==> config.mk <==
export PLATFORM = sky130hd
export DESIGN_NAME = free_list_id_allocator
export DESIGN_NICKNAME = d
export VERILOG_FILES = /design/src/sv/fla_pkg.sv /design/src/sv/free_list_id_allocator.sv /design/src/sv/fla_ring.sv
export VERILOG_INCLUDE_DIRS = /design/src /design/src/sv
export SDC_FILE = /design/constraint.sdc
export NUM_CORES = 2
export LEC_CHECK = 0
export BUFFER_PORTS_ARGS = -buffer_cell sky130_fd_sc_hd__buf_4
export CORE_ASPECT_RATIO = 1.2
export CORE_MARGIN = 2
export CORE_UTILIZATION = 25
export DETAILED_ROUTE_END_ITERATION = 7
export PLACE_DENSITY = 0.49
export SYNTH_ARGS = -nofsm -noshare
export SYNTH_HDL_FRONTEND = slang
export SYNTH_SLANG_ARGS = --single-unit
==> constraint.sdc <==
create_clock -name i_clk -period 4.57 [get_ports i_clk]
set_input_delay 0.457 -clock i_clk [delete_from_list [all_inputs] [get_ports i_clk]]
set_output_delay 0.457 -clock i_clk [all_outputs]
set_load 0.03 [all_outputs]
==> src/sv/free_list_id_allocator_assert.svh <==
// Assertion macros for the free list ID allocator.
`ifndef FREE_LIST_ID_ALLOCATOR_ASSERT_SVH
`define FREE_LIST_ID_ALLOCATOR_ASSERT_SVH

// Same-cycle implication, checked out of reset.
`define FLA_ASSERT_NOW(label, clk, rst_n, ante, cons) \
    label: assert property (@(posedge clk) disable iff (!rst_n) (ante) |-> (cons)) \
        else $error("fla assertion failed");

// Next-cycle implication, checked out of reset.
`define FLA_ASSERT_NEXT(label, clk, rst_n, ante, cons) \
    label: assert property (@(posedge clk) disable iff (!rst_n) (ante) |=> (cons)) \
        else $error("fla assertion failed");

`endif

==> src/sv/fla_pkg.sv <==
// Shared types and constants for the free list ID allocator.
`default_nettype none

package fla_pkg;

    localparam int MAX_IDS_DEFAULT  = 128;
    localparam int RESET_ACTIVE_MAX = 128;
    localparam int CFG_W            = 8;
    localparam int CFG_MAX          = 255;
    localparam int RID_W            = 7;
    localparam int MODE_W           = 2;
    localparam int S_TDATA_W        = 8;
    localparam int M_TDATA_W        = 8;

    typedef enum logic [MODE_W-1:0] {
        MODE_ALLOC   = 2'd0,
        MODE_RELEASE = 2'd1,
        MODE_CHECK   = 2'd2
    } t_mode;

endpackage

`default_nettype wire

==> src/sv/free_list_id_allocator.sv <==
// Top level of the free list ID allocator: request handling, pointers and allocation map.
//
//  channel   dir  handshake                 payload
//  request   in   i_s_tvalid / o_s_tready   tuser: mode, tdata: request_id
//  result    out  o_m_tvalid / i_m_tready   tdata: result_id, tuser: success
//  config    in   i_cfg_valid / o_cfg_ready i_cfg_data: active_ids
//
// One request per cycle; its result appears in the output register in the next cycle.
// The head ID is prefetched from the ring RAM each cycle, so back-to-back allocates
// run at full rate. Reset (i_rst_n low, synchronous) and every config write rebuild
// the ring through per-entry init marks; no clearing pass.
// Requests stall only while the output register holds an untaken result, or while
// a config write is offered.
`default_nettype none

module free_list_id_allocator #(
    parameter int MAX_IDS = fla_pkg::MAX_IDS_DEFAULT
) (
    input  wire logic                          i_clk,
    input  wire logic                          i_rst_n,
    input  wire logic                          i_s_tvalid,
    output logic                               o_s_tready,
    input  wire logic [fla_pkg::S_TDATA_W-1:0] i_s_tdata,  // [6:0] request_id
    input  wire logic [fla_pkg::MODE_W-1:0]    i_s_tuser,  // [1:0] mode
    output logic                               o_m_tvalid,
    input  wire logic                          i_m_tready,
    output logic      [fla_pkg::M_TDATA_W-1:0] o_m_tdata,  // [6:0] result_id
    output logic                               o_m_tuser,  // [0] success
    input  wire logic                          i_cfg_valid,
    output logic                               o_cfg_ready,
    input  wire logic [fla_pkg::CFG_W-1:0]     i_cfg_data  // active_ids
);

    import fla_pkg::*;

    `include "free_list_id_allocator_assert.svh"

    localparam int CfgMax    = (MAX_IDS < CFG_MAX) ? MAX_IDS : CFG_MAX;
    localparam int RstActive = (MAX_IDS < RESET_ACTIVE_MAX) ? MAX_IDS : RESET_ACTIVE_MAX;
    localparam int IdW       = $clog2(CfgMax);
    localparam int CntW      = $clog2(CfgMax + 1);
    localparam int CmpW      = (CntW > RID_W) ? CntW : RID_W;

    logic [CntW-1:0]  r_active, n_active;
    logic [IdW-1:0]   r_head, n_head;
    logic [IdW-1:0]   r_tail, n_tail;
    logic [CntW-1:0]  r_count, n_count;
    logic [CfgMax-1:0] r_alloc;
    logic             r_out_valid;
    logic [RID_W-1:0] r_out_id, n_out_id;
    logic             r_out_ok, n_out_ok;

    logic             accept;
    logic             cfg_we;
    t_mode            mode;
    logic [RID_W-1:0] rid;
    logic [IdW-1:0]   rid_idx;
    logic             rid_in_range;
    logic [IdW-1:0]   head_id;
    logic             ring_wr;
    logic             alloc_set;
    logic             alloc_clr;
    logic [CFG_W-1:0] cfg_nz;
    logic [CntW-1:0]  cfg_active;

    function automatic logic [IdW-1:0] ring_next(input logic [IdW-1:0] p,
                                                 input logic [CntW-1:0] act);
        logic [IdW:0] nx;
        nx = {1'b0, p} + 1'b1;
        return (nx >= (IdW+1)'(act)) ? '0 : nx[IdW-1:0];
    endfunction

    assign o_cfg_ready = 1'b1;
    assign cfg_we      = i_cfg_valid;
    assign o_s_tready  = (!r_out_valid || i_m_tready) && !i_cfg_valid;
    assign accept      = i_s_tvalid && o_s_tready;

    assign mode         = t_mode'(i_s_tuser);
    assign rid          = i_s_tdata[RID_W-1:0];
    assign rid_idx      = IdW'(rid);
    assign rid_in_range = CmpW'(rid) < CmpW'(r_active);

    // clamp the written count to 1..CfgMax
    assign cfg_nz     = (i_cfg_data == '0) ? CFG_W'(1) : i_cfg_data;
    assign cfg_active = (int'(cfg_nz) > CfgMax) ? CntW'(CfgMax) : CntW'(cfg_nz);

    always_comb begin
        n_active  = r_active;
        n_head    = r_head;
        n_tail    = r_tail;
        n_count   = r_count;
        n_out_id  = rid;
        n_out_ok  = 1'b0;
        ring_wr   = 1'b0;
        alloc_set = 1'b0;
        alloc_clr = 1'b0;
        if (cfg_we) begin
            n_active = cfg_active;
            n_head   = '0;
            n_tail   = IdW'(cfg_active - 1'b1);
            n_count  = cfg_active;
        end else if (accept) begin
            case (mode)
                MODE_ALLOC: begin
                    n_out_id = '0;
                    if (r_count != '0) begin
                        alloc_set = 1'b1;
                        n_head    = ring_next(r_head, r_active);
                        n_count   = r_count - 1'b1;
                        n_out_id  = RID_W'(head_id);
                        n_out_ok  = 1'b1;
                    end
                end
                MODE_RELEASE: begin
                    if (rid_in_range && r_alloc[rid_idx]) begin
                        alloc_clr = 1'b1;
                        ring_wr   = 1'b1;
                        n_tail    = ring_next(r_tail, r_active);
                        n_count   = r_count + 1'b1;
                        n_out_ok  = 1'b1;
                    end
                end
                MODE_CHECK: begin
                    n_out_ok = rid_in_range && !r_alloc[rid_idx];
                end
                default: begin
                    n_out_ok = 1'b0;
                end
            endcase
        end
    end

    fla_ring #(
        .DEPTH (CfgMax),
        .IDW   (IdW)
    ) u_ring (
        .i_clk     (i_clk),
        .i_rst_n   (i_rst_n),
        .i_clear   (cfg_we),
        .i_wr_en   (ring_wr),
        .i_wr_addr (n_tail),
        .i_wr_data (rid_idx),
        .i_rd_addr (n_head),
        .o_rd_data (head_id)
    );

    always_ff @(posedge i_clk) begin
        if (!i_rst_n) begin
            r_active    <= CntW'(RstActive);
            r_head      <= '0;
            r_tail      <= IdW'(RstActive - 1);
            r_count     <= CntW'(RstActive);
            r_alloc     <= '0;
            r_out_valid <= 1'b0;
        end else begin
            r_active <= n_active;
            r_head   <= n_head;
            r_tail   <= n_tail;
            r_count  <= n_count;
            if (cfg_we) begin
                r_alloc <= '0;
            end else begin
                if (alloc_set) begin
                    r_alloc[head_id] <= 1'b1;
                end
                if (alloc_clr) begin
                    r_alloc[rid_idx] <= 1'b0;
                end
            end
            if (accept) begin
                r_out_valid <= 1'b1;
            end else if (i_m_tready) begin
                r_out_valid <= 1'b0;
            end
        end
    end

    // hold the result until taken
    always_ff @(posedge i_clk) begin
        if (accept) begin
            r_out_id <= n_out_id;
            r_out_ok <= n_out_ok;
        end
    end

    assign o_m_tvalid = r_out_valid;
    assign o_m_tdata  = M_TDATA_W'(r_out_id);
    assign o_m_tuser  = r_out_ok;

    `FLA_ASSERT_NOW(a_count_le_active, i_clk, i_rst_n, 1'b1, r_count <= r_active)
    `FLA_ASSERT_NEXT(a_cfg_rebuild, i_clk, i_rst_n, cfg_we,
        (r_count == r_active) && (r_head == '0) && (r_alloc == '0))
    `FLA_ASSERT_NEXT(a_alloc_pop, i_clk, i_rst_n,
        accept && (mode == MODE_ALLOC) && (r_count != '0),
        (r_count == $past(r_count) - 1'b1) && r_out_ok && r_alloc[$past(head_id)])
    `FLA_ASSERT_NEXT(a_alloc_empty, i_clk, i_rst_n,
        accept && (mode == MODE_ALLOC) && (r_count == '0),
        !r_out_ok && (r_out_id == '0) && (r_count == '0))

endmodule

`default_nettype wire

==> src/sv/fla_ring.sv <==
// Free ID ring memory with registered read, write bypass and per-entry init marks.
`default_nettype none

module fla_ring #(
    parameter int DEPTH = 128,
    parameter int IDW   = 7
) (
    input  wire logic           i_clk,
    input  wire logic           i_rst_n,
    input  wire logic           i_clear,
    input  wire logic           i_wr_en,
    input  wire logic [IDW-1:0] i_wr_addr,
    input  wire logic [IDW-1:0] i_wr_data,
    input  wire logic [IDW-1:0] i_rd_addr,
    output logic      [IDW-1:0] o_rd_data
);

    logic [IDW-1:0] r_mem [DEPTH];
    logic [DEPTH-1:0] r_valid;
    logic [IDW-1:0] r_rd_data;
    logic [IDW-1:0] r_rd_addr;
    logic [IDW-1:0] r_byp_data;
    logic           r_byp;
    logic           r_rd_init;

    always_ff @(posedge i_clk) begin
        if (i_wr_en) begin
            r_mem[i_wr_addr] <= i_wr_data;
        end
        r_rd_data  <= r_mem[i_rd_addr];
        r_byp_data <= i_wr_data;
    end

    always_ff @(posedge i_clk) begin
        if (!i_rst_n) begin
            r_valid   <= '0;
            r_byp     <= 1'b0;
            r_rd_init <= 1'b1;
            r_rd_addr <= '0;
        end else begin
            r_rd_addr <= i_rd_addr;
            if (i_clear) begin
                r_valid   <= '0;
                r_byp     <= 1'b0;
                r_rd_init <= 1'b1;
            end else begin
                if (i_wr_en) begin
                    r_valid[i_wr_addr] <= 1'b1;
                end
                // a write to the address being read wins over the old word
                r_byp     <= i_wr_en && (i_wr_addr == i_rd_addr);
                r_rd_init <= !r_valid[i_rd_addr];
            end
        end
    end

    // untouched entries still hold their own index
    assign o_rd_data = r_byp ? r_byp_data : (r_rd_init ? r_rd_addr : r_rd_data);

endmodule

`default_nettype wire

==> impl_metrics.csv <==
group,metric,value,unit
outcome,status,"complete, no violations",
global_routing,grt_usage,0.173,
sta,tns,0,ps
cells_and_area,layout.cells.non_filler,7444,
synth,syn_inst,4092,
route,ant_nets,0,
die,core-area,205000,µm²
critical_path,crit_slowest_cell,"a2111oi_2",
sta,finalHoldViolCount,0,
global_routing,grt_max_degree,153,
synth,netlist_top_cells_count,"edfxtp_1 (904), nor2_1 (318), dfxtp_1 (303), nand2_1 (296), mux2i_1 (257)",
cells_and_area,syn2layout_area_growth,26.0,%
critical_path,r2r-end,"u_ring.r_rd_data[6]$_DFF_P_",
synth,ys.flop_type,"edfxtp_1",
place,dp_cells,7148,
clock_tree,cts.reportedPaths.clkPinSlew,60,ps
sta,maxSlewViolCount,0,
cells_and_area,finalNetCount,4714,
power_and_ir_drop,total_power,24.0,mW
route,vias_per_cell,5.11,
sta,post-route-min-period,4520,ps
critical_path,crit_path_end_kind,"flop",
critical_path,cpMostUsedCell,"buf_6",
sta,skew,57.2,ps
route,post-route-drc-count,0,
route,post_drt_wl_per_cell,25.0,µm
critical_path,worstPathRequired,5300,ps
place,hpwl,127000,µm
die,pin_count,35,
route,drtIter0Drc,3714,
critical_path,crit_chain,"buf_6 > and3_4 > nand3_4 > xnor2_2 > ha_1 > buf_6 > o2111a_2 > a2111oi_4 > buf_4 > a22oi_2 > buf_6 > buf_16 > buf_12 > buf_8 > mux2i_1 > o211ai_1 > buf_4 > nor4_1 > a2111oi_2 > and4_4 > and4_1",
critical_path,rr_worst_depth,21,
synth,synth_edf_count,904,
synth,async_flop_share,0,
critical_path,setup.worst_path.start_class,"flop",
clock_tree,cts.root.buffer_cell,"clkbuf_16",
synth,yosysSeqAreaShare,0.644,
synth,yosysMostFrequentCell,"edfxtp_1",
critical_path,crit_type,"flop to flop",
cells_and_area,layout-drive-gt1-share,0.241,
global_routing,grt_pass1_vias,37200,
route,drt_pass1_iterations,6,
clock_tree,cts_tree,"done",
critical_path,cp.arrival,5260,ps
clock_tree,htree_num_levels,4,
sta,period_share,0.990,
die,die-area,210000,µm²
sta,rsz0062_at_grt,"yes",
sta,setup_violations,0,
min_path,whs_path_depth,4,
synth,synth_top_cell_by_area,"edfxtp_1",
power_and_ir_drop,cellPowerDensity,370,nW/µm²
die,die_h,501,µm
sta,tightest_slew,1120,ps
global_routing,antenna_found_initial,6,
cells_and_area,post-route-util,0.317,
place,numPortBuffers,31,
clock_tree,clock_latency,800,ps
synth,synth_top_cell_area_share,0.527,
clock_tree,cts_sinks,1207,
sta,max_freq,221,MHz
clock_tree,cts_buffers,134,
clock_tree,cts_max_path_buffers,3,
route,vias,38100,
critical_path,path_max_fanout,6,
route,wirelength,186000,µm
critical_path,critPathMaxStageDelay,500,ps
global_routing,grt_overflow,0,
place,dp_slack,-799,ps
min_path,hp-class,"input pin to flop",
sta,relSlewSlack,0.252,
die,die_x,419,µm
global_routing,grt_pass1_wl,266000,µm
power_and_ir_drop,ir_worst_vdd,389,µV
synth,syn_avg_cell_area,12.6,µm²
critical_path,ff2ff_setup_slack,50,ps
synth,ys_ff_latch,1207,
synth,netlist_area,51500,µm²
min_path,worstHoldStart,"i_cfg_data[7]",
sta,worst_slack,45.9,ps
die,rows,182,
critical_path,timing.rr.start,"r_head[0]$_SDFF_PN0_",
synth,synth_area_leaders,"edfxtp_1 (53%), dfxtp_1 (12%), mux2i_1 (5.0%), a211oi_1 (2.6%), nor2_1 (2.3%)",
power_and_ir_drop,p_leak,22.6,nW
synth,synth_cell_types,107,
synth,synth_fp_nets,4147,
die,start_util,0.252,
synth,synth_warnings,0,
place,gp_congestion,0.917,
flow_run,cap_violations,0,
min_path,min_to,"r_active[3]$_SDFFE_PN0P_",
## power by group
group | switching [mW] | internal (mW) | leakage [nW]
sequential | 0.0147 | 11.8 | 10.6
combinational | 0.963 | 0.465 | 9.90
clock | 4.61 | 6.20 | 2.12
## cells by family (layout without fill, tap and decap cells)
family | Yosys count | after routing | share of synthesized area
flops | 1207 | 1207 | 0.644
simple gates | 1099 | 1099 | 0.0998
compound gates | 1091 | 1091 | 0.149
buf+inv | 343 | 1022 | 0.0325
mux | 298 | 298 | 0.0626
fa+ha+maj | 32 | 32 | 0.00791
xor+xnor | 20 | 20 | 0.00340
other cells | 2 | 7 | 0.000146
## cells in the final DEF, fill, tap and decap left out, drive strengths merged, types with 131 or more instances in the layout
cell / n
clkbuf: 181
nor3: 238
edfxtp: 904
mux2i: 258
a21oi: 231
dfxtp: 303
a211oi: 182
nand2: 300
o21ai: 131
buf: 738
nor2: 321
## critical path, delay by kind of cell (launching register included)
family / cells / cell delay, ps
AO/OA/AOI/OAI: 5 / 1320
buffers and inverters: 8 / 1250
flip-flops: 1 / 370
multiplexers: 1 / 110
XOR/XNOR: 1 / 160
adder cells (fa/ha/maj): 1 / 330
AND/OR/NAND/NOR: 5 / 910
## through the flow
step / instance area (µm²) / hold slack, ps
floorplan: 51500 / 419
CTS: 64200 / 46.2
global placement: 59500 / 427
finish: 65000 / 116
detailed placement: 59500 / 434
global route: 65000 / 111
## metal layers
metal,vias up,track usage,part of all wire
li1,17100,-,-
met2,1363,0.294,0.49
met5,-,0,0.00015
met3,325,0.0280,0.060
met1,19300,0.219,0.41
met4,4,0.0653,0.040
## how the worst max path moves through the flow
stage / start / slack (ps) / to / cells after the start
floorplan: r_tail[2]$_SDFF_PN1_ / 170 / u_ring.r_mem[80][0]$_DFFE_PP_ / 17
global placement: r_head[1]$_SDFF_PN0_ / -800 / u_ring.r_rd_data[1]$_DFF_P_ / 20
detailed placement: r_head[1]$_SDFF_PN0_ / -800 / u_ring.r_rd_data[1]$_DFF_P_ / 20
CTS: r_head[0]$_SDFF_PN0_ / -10 / u_ring.r_rd_data[1]$_DFF_P_ / 21
global route: r_head[0]$_SDFF_PN0_ / -60 / u_ring.r_rd_data[1]$_DFF_P_ / 20
finish: r_head[0]$_SDFF_PN0_ / 50 / u_ring.r_rd_data[6]$_DFF_P_ / 21
## flip-flops by register name, summed over array words and instances (netlist names)
name               count
u_ring.r_byp           1
u_ring.r_mem         896
u_ring.r_byp_data      7
r_out_id               7
r_tail                 7
u_ring.r_valid       128
r_alloc              128
o_m_tuser              1
u_ring.r_rd_data       7
r_head                 7
o_m_tvalid             1
u_ring.r_rd_init       1
r_count                8
r_active               8
## cell type report
cell class	instances	area, µm²
diodes	5	12.5
clock buffers	179	3660
clock inverters	69	707
fillers	20500	140000
inverters	26	97.6
multi-input cells	2542	17300
flip-flops and latches	1207	33200
well taps	2668	3340
repair buffers	748	6580
## repair_timing
item / 4_1_cts / 5_1_grt
resized for setup: 39 / 97
gates cloned: 0 / 2
endpoints found under the hold margin: 16 / 0
pin swaps: 7 / 34
hold buffers: 8 / 0
setup buffers: 11 / 24
endpoints found under the setup margin: 18 / 258
(Power assumes the default switching activity.)
